--- config.mk ---
export PLATFORM = sky130hd
export DESIGN_NAME = decimal_integer_parser_flat
export DESIGN_NICKNAME = d
export VERILOG_FILES = /design/src/design/dip_pkg.sv /design/src/design/dip_in_if.sv /design/src/design/dip_out_if.sv /design/src/design/dip_in_reg.sv /design/src/design/dip_core.sv /design/src/design/decimal_integer_parser.sv /design/src/flat_wrapper.sv
export SDC_FILE = /design/constraint.sdc
export NUM_CORES = 1
export LEC_CHECK = 0
export ABC_AREA = 1
export ABC_CLOCK_PERIOD_IN_PS = 3160
export BUFFER_PORTS_ARGS = -buffer_cell sky130_fd_sc_hd__buf_2
export CORE_UTILIZATION = 57
export DETAILED_ROUTE_END_ITERATION = 8
export GPL_TIMING_DRIVEN = 0
export HOLD_SLACK_MARGIN = 0.06
export PLACE_DENSITY = 0.84
export SKIP_LAST_GASP = 1
export SLEW_MARGIN = 10
export SYNTH_ARGS = -nofsm -noshare
export SYNTH_HDL_FRONTEND = slang
export SYNTH_SLANG_ARGS = --single-unit
--- constraint.sdc ---
create_clock -name clk -period 3.16 [get_ports clk]
set_clock_uncertainty 0.15 [all_clocks]
set_input_delay 0.158 -clock clk [delete_from_list [all_inputs] [get_ports clk]]
set_output_delay 0.158 -clock clk [all_outputs]
set_load 0.1 [all_outputs]
--- src/design/dip_pkg.sv ---
// Package for the decimal integer parser: character codes, phase encoding,
// and the structs passed between the input stage and the parse core.
// No dependencies.
`timescale 1ns / 1ps

package dip_pkg;

  // Character codes
  localparam logic [7:0] CH_SPACE = 8'h20;
  localparam logic [7:0] CH_TAB   = 8'h09;
  localparam logic [7:0] CH_ZERO  = 8'h30;
  localparam logic [7:0] CH_NINE  = 8'h39;
  localparam logic [7:0] CH_MINUS = 8'h2D;
  localparam logic [7:0] CH_PLUS  = 8'h2B;

  // Counter limits and register reset
  localparam logic [4:0] DIGIT_SAT      = 5'd31;
  localparam logic [7:0] BYTE_SAT       = 8'd255;
  localparam logic [4:0] MAX_DIGITS_RST = 5'd19;

  // Parse phase; codes 2 and 3 behave as PH_NUM
  typedef enum logic [1:0] {
    PH_SKIP = 2'd0,
    PH_NUM  = 2'd1
  } phase_t;

  // Registered input byte handed to the core
  typedef struct packed {
    logic       valid;
    logic [7:0] char_byte;
  } stage_t;

  // One parse result
  typedef struct packed {
    logic signed [63:0] value;
    logic [7:0]         consumed_len;
    logic               no_digits;
    logic               too_long;
  } result_t;

endpackage

--- src/design/dip_in_if.sv ---
// Input channel of the decimal integer parser: one ASCII byte per item.
// No dependencies.
`timescale 1ns / 1ps

interface dip_in_if;
  logic       valid;
  logic       ready;
  logic [7:0] char_byte;

  modport source (output valid, output char_byte, input ready);
  modport sink   (input valid, input char_byte, output ready);
endinterface

--- src/design/dip_out_if.sv ---
// Result channel of the decimal integer parser: one parsed number per item.
// No dependencies.
`timescale 1ns / 1ps

interface dip_out_if;
  logic               valid;
  logic               ready;
  logic signed [63:0] value;
  logic [7:0]         consumed_len;
  logic               no_digits;
  logic               too_long;

  modport source (output valid, output value, output consumed_len,
                  output no_digits, output too_long, input ready);
  modport sink   (input valid, input value, input consumed_len,
                  input no_digits, input too_long, output ready);
endinterface

--- src/design/dip_in_reg.sv ---
// Input register stage of the decimal integer parser.
// Depends on dip_pkg.
`timescale 1ns / 1ps

module dip_in_reg (
  input  logic            clk,
  input  logic            rst_n,
  input  logic            in_valid,
  input  logic [7:0]      in_char_byte,
  output logic            in_ready,
  input  logic            consume,
  output dip_pkg::stage_t stage
);

  logic       valid_r;
  logic       valid_nxt;
  logic [7:0] byte_r;

  // Take a new item when the stage is empty or its item leaves this cycle
  assign in_ready = !valid_r || consume;

  always_comb begin
    valid_nxt = valid_r;
    if (in_ready) begin
      valid_nxt = in_valid;
    end
  end

  always_ff @(posedge clk) begin
    if (!rst_n) begin
      valid_r <= 1'b0;
    end else begin
      valid_r <= valid_nxt;
    end
  end

  // Hold the byte until it is consumed
  always_ff @(posedge clk) begin
    if (in_ready && in_valid) begin
      byte_r <= in_char_byte;
    end
  end

  assign stage.valid     = valid_r;
  assign stage.char_byte = byte_r;

endmodule

--- src/design/dip_core.sv ---
// Parse core: per-number state, one step per byte, and the result register.
// Depends on dip_pkg.
`timescale 1ns / 1ps

module dip_core (
  input  logic             clk,
  input  logic             rst_n,
  input  dip_pkg::stage_t  stage,
  input  logic [4:0]       max_digits,
  input  logic             out_ready,
  output logic             consume,
  output logic             out_valid,
  output dip_pkg::result_t result
);

  dip_pkg::phase_t  phase_r, phase_nxt;
  logic [63:0]      acc_r, acc_nxt;
  logic             neg_r, neg_nxt;
  logic [4:0]       dcnt_r, dcnt_nxt;
  logic [7:0]       bcnt_r, bcnt_nxt;
  logic             out_valid_r, out_valid_nxt;
  dip_pkg::result_t res_r, res_nxt;

  logic [7:0]  c;
  logic        is_digit;
  logic        is_ws;
  logic        is_sign;
  logic        skipping;
  logic        take_ws;
  logic        take_sign;
  logic        is_term;
  logic        slot_free;
  logic        emit;
  logic [63:0] acc_step;
  logic [7:0]  bcnt_inc;

  // Classify the byte
  assign c        = stage.char_byte;
  assign is_digit = (c >= dip_pkg::CH_ZERO) && (c <= dip_pkg::CH_NINE);
  assign is_ws    = (c == dip_pkg::CH_SPACE) || (c == dip_pkg::CH_TAB);
  assign is_sign  = (c == dip_pkg::CH_MINUS) || (c == dip_pkg::CH_PLUS);
  assign skipping = (phase_r == dip_pkg::PH_SKIP);
  assign take_ws   = skipping && is_ws;
  assign take_sign = skipping && is_sign;
  assign is_term   = !(take_ws || take_sign || is_digit);

  // A terminator needs a free result slot; other bytes always advance
  assign slot_free = !out_valid_r || out_ready;
  assign consume   = stage.valid && (!is_term || slot_free);
  assign emit      = consume && is_term;

  // acc * 10 + digit as two shifts and two adds
  assign acc_step = {acc_r[60:0], 3'b000} + {acc_r[62:0], 1'b0}
                  + {60'd0, 4'(c - dip_pkg::CH_ZERO)};
  assign bcnt_inc = (bcnt_r == dip_pkg::BYTE_SAT) ? bcnt_r : bcnt_r + 8'd1;

  // Next phase
  always_comb begin
    phase_nxt = phase_r;
    if (consume) begin
      priority if (take_ws) begin
        phase_nxt = phase_r;
      end else if (take_sign || is_digit) begin
        phase_nxt = dip_pkg::PH_NUM;
      end else begin
        phase_nxt = dip_pkg::PH_SKIP;
      end
    end
  end

  // Number state: accumulate, count, or clear on the terminator
  always_comb begin
    acc_nxt  = acc_r;
    neg_nxt  = neg_r;
    dcnt_nxt = dcnt_r;
    bcnt_nxt = bcnt_r;
    if (consume) begin
      priority if (take_ws) begin
        bcnt_nxt = bcnt_inc;
      end else if (take_sign) begin
        neg_nxt  = (c == dip_pkg::CH_MINUS);
        bcnt_nxt = bcnt_inc;
      end else if (is_digit) begin
        acc_nxt  = acc_step;
        dcnt_nxt = (dcnt_r == dip_pkg::DIGIT_SAT) ? dcnt_r : dcnt_r + 5'd1;
        bcnt_nxt = bcnt_inc;
      end else begin
        acc_nxt  = '0;
        neg_nxt  = 1'b0;
        dcnt_nxt = '0;
        bcnt_nxt = '0;
      end
    end
  end

  // Result register: load on the terminator, drop when taken
  always_comb begin
    out_valid_nxt = out_valid_r;
    res_nxt       = res_r;
    if (emit) begin
      out_valid_nxt        = 1'b1;
      res_nxt.value        = neg_r ? $signed(64'd0 - acc_r) : $signed(acc_r);
      res_nxt.consumed_len = bcnt_r;
      res_nxt.no_digits    = (dcnt_r == 5'd0);
      res_nxt.too_long     = (dcnt_r > max_digits);
    end else if (out_ready) begin
      out_valid_nxt = 1'b0;
    end
  end

  always_ff @(posedge clk) begin
    if (!rst_n) begin
      phase_r     <= dip_pkg::PH_SKIP;
      acc_r       <= '0;
      neg_r       <= 1'b0;
      dcnt_r      <= '0;
      bcnt_r      <= '0;
      out_valid_r <= 1'b0;
    end else begin
      phase_r     <= phase_nxt;
      acc_r       <= acc_nxt;
      neg_r       <= neg_nxt;
      dcnt_r      <= dcnt_nxt;
      bcnt_r      <= bcnt_nxt;
      out_valid_r <= out_valid_nxt;
    end
  end

  always_ff @(posedge clk) begin
    res_r <= res_nxt;
  end

  assign out_valid = out_valid_r;
  assign result    = res_r;

`ifndef NO_ASSERTIONS
  // A terminator leaves the number state cleared
  a_clear_after_term: assert property (@(posedge clk) disable iff (!rst_n)
    emit |=> (acc_r == 64'd0) && (dcnt_r == 5'd0) && (bcnt_r == 8'd0)
             && (phase_r == dip_pkg::PH_SKIP) && !neg_r)
    else $error("number state not cleared after terminator");

  // Without digits the accumulator stays zero
  a_acc_zero: assert property (@(posedge clk) disable iff (!rst_n)
    (dcnt_r == 5'd0) |-> (acc_r == 64'd0))
    else $error("accumulator nonzero with no digits");

  // Every digit is also a counted byte
  a_count_order: assert property (@(posedge clk) disable iff (!rst_n)
    bcnt_r >= {3'd0, dcnt_r})
    else $error("byte count below digit count");

  // A result without digits carries value zero
  a_no_digits_zero: assert property (@(posedge clk) disable iff (!rst_n)
    (out_valid_r && res_r.no_digits) |-> (res_r.value == 64'sd0))
    else $error("no_digits result with nonzero value");
`endif

endmodule

--- src/design/decimal_integer_parser.sv ---
// Decimal integer parser top level: input register, parse core, max_digits.
// An accepted byte is held in the input register and stepped by the core; a
// terminator loads the result register. One byte per cycle, unless a
// terminator waits for a free result slot. Reset (rst_n, synchronous, active
// low) clears the phase, counters, accumulator, both valid flags and sets
// max_digits to 19. Depends on dip_pkg, dip_in_if, dip_out_if and submodules.
`timescale 1ns / 1ps

module decimal_integer_parser (
  input  logic             clk,
  input  logic             rst_n,
  input  logic             cfg_wr_en,
  input  logic [4:0]       cfg_wr_data,
  dip_in_if.sink           in_chan,
  dip_out_if.source        out_chan
);

  logic [4:0]       max_digits_r;
  dip_pkg::stage_t  stage;
  logic             consume;
  logic             out_valid;
  dip_pkg::result_t result;

  // Configuration register
  always_ff @(posedge clk) begin
    if (!rst_n) begin
      max_digits_r <= dip_pkg::MAX_DIGITS_RST;
    end else if (cfg_wr_en) begin
      max_digits_r <= cfg_wr_data;
    end
  end

  dip_in_reg u_in_reg (
    .clk          (clk),
    .rst_n        (rst_n),
    .in_valid     (in_chan.valid),
    .in_char_byte (in_chan.char_byte),
    .in_ready     (in_chan.ready),
    .consume      (consume),
    .stage        (stage)
  );

  dip_core u_core (
    .clk        (clk),
    .rst_n      (rst_n),
    .stage      (stage),
    .max_digits (max_digits_r),
    .out_ready  (out_chan.ready),
    .consume    (consume),
    .out_valid  (out_valid),
    .result     (result)
  );

  // Drive the result channel
  assign out_chan.valid        = out_valid;
  assign out_chan.value        = result.value;
  assign out_chan.consumed_len = result.consumed_len;
  assign out_chan.no_digits    = result.no_digits;
  assign out_chan.too_long     = result.too_long;

endmodule

--- src/flat_wrapper.sv ---
// flat-port wrapper written by rule: the top's interface ports become plain ports
module decimal_integer_parser_flat 
  (clk, rst_n, cfg_wr_en, cfg_wr_data, in_chan_valid, in_chan_char_byte, in_chan_ready, out_chan_valid, out_chan_value, out_chan_consumed_len, out_chan_no_digits, out_chan_too_long, out_chan_ready);
  dip_in_if in_chan_i ();
  dip_out_if out_chan_i ();
  input  logic clk;
  input  logic rst_n;
  input  logic cfg_wr_en;
  input  logic [4:0] cfg_wr_data;
  input wire logic [$bits(in_chan_i.valid)-1:0] in_chan_valid;
  input wire logic [$bits(in_chan_i.char_byte)-1:0] in_chan_char_byte;
  output wire logic [$bits(in_chan_i.ready)-1:0] in_chan_ready;
  output wire logic [$bits(out_chan_i.valid)-1:0] out_chan_valid;
  output wire logic [$bits(out_chan_i.value)-1:0] out_chan_value;
  output wire logic [$bits(out_chan_i.consumed_len)-1:0] out_chan_consumed_len;
  output wire logic [$bits(out_chan_i.no_digits)-1:0] out_chan_no_digits;
  output wire logic [$bits(out_chan_i.too_long)-1:0] out_chan_too_long;
  input wire logic [$bits(out_chan_i.ready)-1:0] out_chan_ready;
  assign in_chan_i.valid = in_chan_valid;
  assign in_chan_i.char_byte = in_chan_char_byte;
  assign in_chan_ready = in_chan_i.ready;
  assign out_chan_valid = out_chan_i.valid;
  assign out_chan_value = out_chan_i.value;
  assign out_chan_consumed_len = out_chan_i.consumed_len;
  assign out_chan_no_digits = out_chan_i.no_digits;
  assign out_chan_too_long = out_chan_i.too_long;
  assign out_chan_i.ready = out_chan_ready;
  decimal_integer_parser u_core (.clk(clk), .rst_n(rst_n), .cfg_wr_en(cfg_wr_en), .cfg_wr_data(cfg_wr_data), .in_chan(in_chan_i), .out_chan(out_chan_i));
endmodule
==> reports/summary.json <==
{
  "outcome": "finished clean",
  "areaGrowthSynthToFinish_pct": 13.3,
  "initial_core_util_pct": 58.5,
  "numClockSinks": 168,
  "drtPass1Iterations": 8,
  "share_of_the_yosys_chip_area_belonging_to_registers_pct": 29.3,
  "synth-adder-area-share_pct": 11.8,
  "gr-total-overflow": 0,
  "min_period_over_period_pct": 96.1,
  "io_pins": 94,
  "worst_hold_slack_ns": 0.286,
  "worst_slew_pin_slew_ns": 0.950,
  "detail_route.wl_per_cell_um": 17.3,
  "synth.top_cells.by_count": "nand2_1, inv_1, nor2_1",
  "cp_cell_sequence": "ha_1, ha_1, nand2_1, nor2_1, nand3_1, nand3_1, nand2_1, nand2_1, nand2_1, nand2_1, nand2_1, nand3_1, a21oi_1",
  "grt_usage_pct": 36.1,
  "timing.critical_path.fanout_max": 6,
  "number_of_synthesized_flops_with_an_enable_pin": 82,
  "synth-async-reset-ratio_pct": 0,
  "placement.io_buffers": 93,
  "die-height_um": 160,
  "antenna_cells_inserted": 0,
  "finalWirelength_um": 46300,
  "hp-class": "primary input to flip-flop",
  "synth_xor_xnor_area_share_pct": 4.65,
  "dominant_cells_by_area_after_synthesis": "nand2_1, edfxtp_1, dfxtp_1",
  "final_cell_count_no_fill": 2679,
  "report.final.slew_viol_count": 0,
  "synth_largest_type_area_fraction_pct": 19.5,
  "critPathRequiredTime_ns": 3.29,
  "final_period_minus_worst_setup_slack_ns": 3.04,
  "cp.buffers_inverters": 0,
  "synth-warning-count": 0,
  "crit_top_cell": "nand2_1",
  "cts_made_buffers": 17,
  "leakage_power_total_nw": 8.84,
  "critical_path.max_stage_delay_ns": 0.54,
  "totalPowerFinal_mw": 5.66,
  "placed_cell_area_mm2": 0.0152,
  "instance_count_after_placement_with_tap_cells_included": 2621,
  "root_buffer": "clkbuf_16",
  "muxShareOfSynthArea_pct": 0,
  "power_frac_clock_pct": 39.6,
  "clk_latency_ns": 0.43,
  "p_switching_mw": 1.76,
  "final_layout_size_suffix_gt1_share_pct": 8.87,
  "postSynthCellCount": 2203,
  "worst_path_dominant_cell_family": "simple AND/OR/NAND/NOR gates",
  "route.detailed.vias_per_inst": 5.50,
  "power.density_mw_per_mm2": 349,
  "max_cap_viol_count": 0,
  "rsz0062_at_grt": "true",
  "timing_hold_violations_final": 0,
  "drtIter0Drc": 1716,
  "ant_nets": 0,
  "p_sw_share_pct": 31.1,
  "achievable-frequency_mhz": 329,
  "timing.critical_path.slowest_stage_cell": "dfxtp_1",
  "synthDominantAreaCellType": "nand2_1",
  "clkTransAtPathRegs_ns": 0.07,
  "cts-root-to-sink-buffers": 2,
  "place_hpwl_um": 37200,
  "cts-htree-levels": 4,
  "vias": 14700,
  "setup.reg_to_reg.worst_slack_ns": 0.12,
  "clock_tree_from_tritoncts": "yes",
  "die_w_um": 160,
  "grt_max_degree": 42,
  "floorplan.core_area_mm2": 0.0245,
  "synth.net_count": 2355,
  "slew-limit-headroom_pct": 36.5,
  "synth_compound_gate_area_share_pct": 7.90,
  "ys_dominant_reg_cell": "dfxtp_1",
  "simple_gate_share_of_the_synthesized_area_pct": 34.7,
  "setup.worst_path.end_class": "flip-flop",
  "grt_pass1_vias": 13700,
  "rows": 57,
  "summed_negative_setup_slack_over_all_endpoints_ns": 0,
  "ys_types": 41,
  "power_frac_seq_pct": 42.9,
  "grt_pass1_wl_um": 71700,
  "critical_path_arrival_ns": 3.16,
  "synthesis.area_mm2": 0.0143,
  "number_of_nets_in_the_final_layout": 2494,
  "setup.worst_path.start_class": "flip-flop",
  "yosysMostFrequentCell": "nand2_1",
  "worst_ir_drop_vdd_mv": 0.448,
  "stdcell_area_mm2": 0.0162,
  "grt_antenna_before_repair": 0,
  "drc_errors": 0,
  "synth.ff_latch_count": 168,
  "worstSetupPathType": "flip-flop to flip-flop",
  "share_comb_of_total_power_pct": 17.5,
  "dominant_combinational_cell_family_by_area_after_synthesis": "simple AND/OR/NAND/NOR gates",
  "routabilityCongestion": 1.02,
  "timing.final.setup_violations": 0,
  "fillerInstances": 2155,
  "die_area_mm2": 0.0257,
  "power_report.internal_total_mw": 3.90,
  "syn-mean-instance-area_um2": 6.49
}
[layer usage]
metal | track usage [%] | wire length [um] | vias up
met2 | 58.6 | 20600 | 671
met1 | 49.0 | 20100 | 6712
li1 | - | - | 7257
met5 | 0 | 0 | -
met4 | 13.4 | 1610 | 0
met3 | 4.91 | 4040 | 92
[worst paths after layout]
path                                        startpoint                                    to  depth (start not counted)
hold / removal                    in_chan_char_byte[4]   u_core.u_in_reg.byte_r[4]$_DFFE_PP_                          2
setup / recovery   u_core.u_core.acc_r[8]$_SDFFE_PN0P_  u_core.u_core.acc_r[60]$_SDFFE_PN0P_                         13
hold reg to reg   u_core.u_core.bcnt_r[3]$_SDFFE_PN0P_     u_core.u_core.result[5]$_DFFE_PP_                          0
setup reg to reg   u_core.u_core.acc_r[8]$_SDFFE_PN0P_  u_core.u_core.acc_r[60]$_SDFFE_PN0P_                         13
[sequential cells by signal (all words and copies together), names as in the netlist]
register / cells
u_core.u_core.result: 74
u_core.u_core.acc_r: 64
u_core.u_core.bcnt_r: 8
u_core.u_in_reg.byte_r: 8
u_core.max_digits_r: 5
u_core.u_core.dcnt_r: 5
u_core.u_core.neg_r: 1
u_core.u_core.out_valid: 1
u_core.u_core.phase_r: 1
u_core.u_in_reg.valid_r: 1
[worst reg2reg max path: cells and delay by family, from the launching register on]
kind	cells	cell delay [ns]
adder cells (fa/ha/maj)	2	0.70
flip-flops	1	0.54
AO/OA/AOI/OAI	1	0.08
AND/OR/NAND/NOR	10	1.43
[repair_timing]
action                                 in CTS  in global routing
cloned                                      0                  1
gates resized for setup                     6                 28
pin swaps                                   0                  3
buffers inserted                            1                  0
setup endpoints to repair                  17                 57
hold buffers                               24                  0
endpoints found under the hold margin      23                  0
[layout by cell type (no fill, tap or decap), types with 18 or more instances in the layout]
master and n:
nand2_1 734, inv_1 388, nor2_1 195, a21oi_1 144, ha_1 132, nand3_1 117
buf_2 93, edfxtp_1 82, dfxtp_1 81, xor2_1 65, o21ai_0 44, nand4_1 41
nor3_1 29, dlygate4sd3_1 24, clkbuf_16 18
[power by group through the flow]
stage | registers (mW) | logic [mW] | clock network [mW]
global route | 2.43 | 1.04 | 2.32
global placement | 2.47 | 0.921 | 0
CTS | 2.42 | 0.974 | 2.23
floorplan | 2.84 | 0.354 | 0
detailed placement | 2.47 | 0.940 | 0
finish | 2.43 | 0.991 | 2.24
[through the flow]
step | setup slack [ns] | util, %
CTS | 0.0497 | 65.8
finish | 0.124 | 66.2
detailed placement | -0.208 | 62.1
floorplan | 0.0849 | -
global placement | -0.168 | 62.0
global route | -0.0223 | 66.2
[kinds of logic (layout without fill, tap and decap cells)]
kind of cell    count (synthesis)  after routing
simple gates                 1187           1187
buf+inv                       425            577
compound gates                213            213
flops                         168            168
fa+ha+maj                     134            134
xor+xnor                       76             76
[final cells by class]
cell class / count / area (um2) / share of cell area (%)
repair buffers: 119 / 733 / 4.53
well taps: 324 / 405 / 2.50
clock buffers: 18 / 450 / 2.78
flip-flops and latches: 168 / 4190 / 25.9
plain buffers: 30 / 191 / 1.18
multi-input cells: 1610 / 8560 / 52.8
inverters: 395 / 1490 / 9.17
clock inverters: 14 / 180 / 1.11
repair inverters: 1 / 5.00 / 0.0309
(Power assumes the default switching activity.)
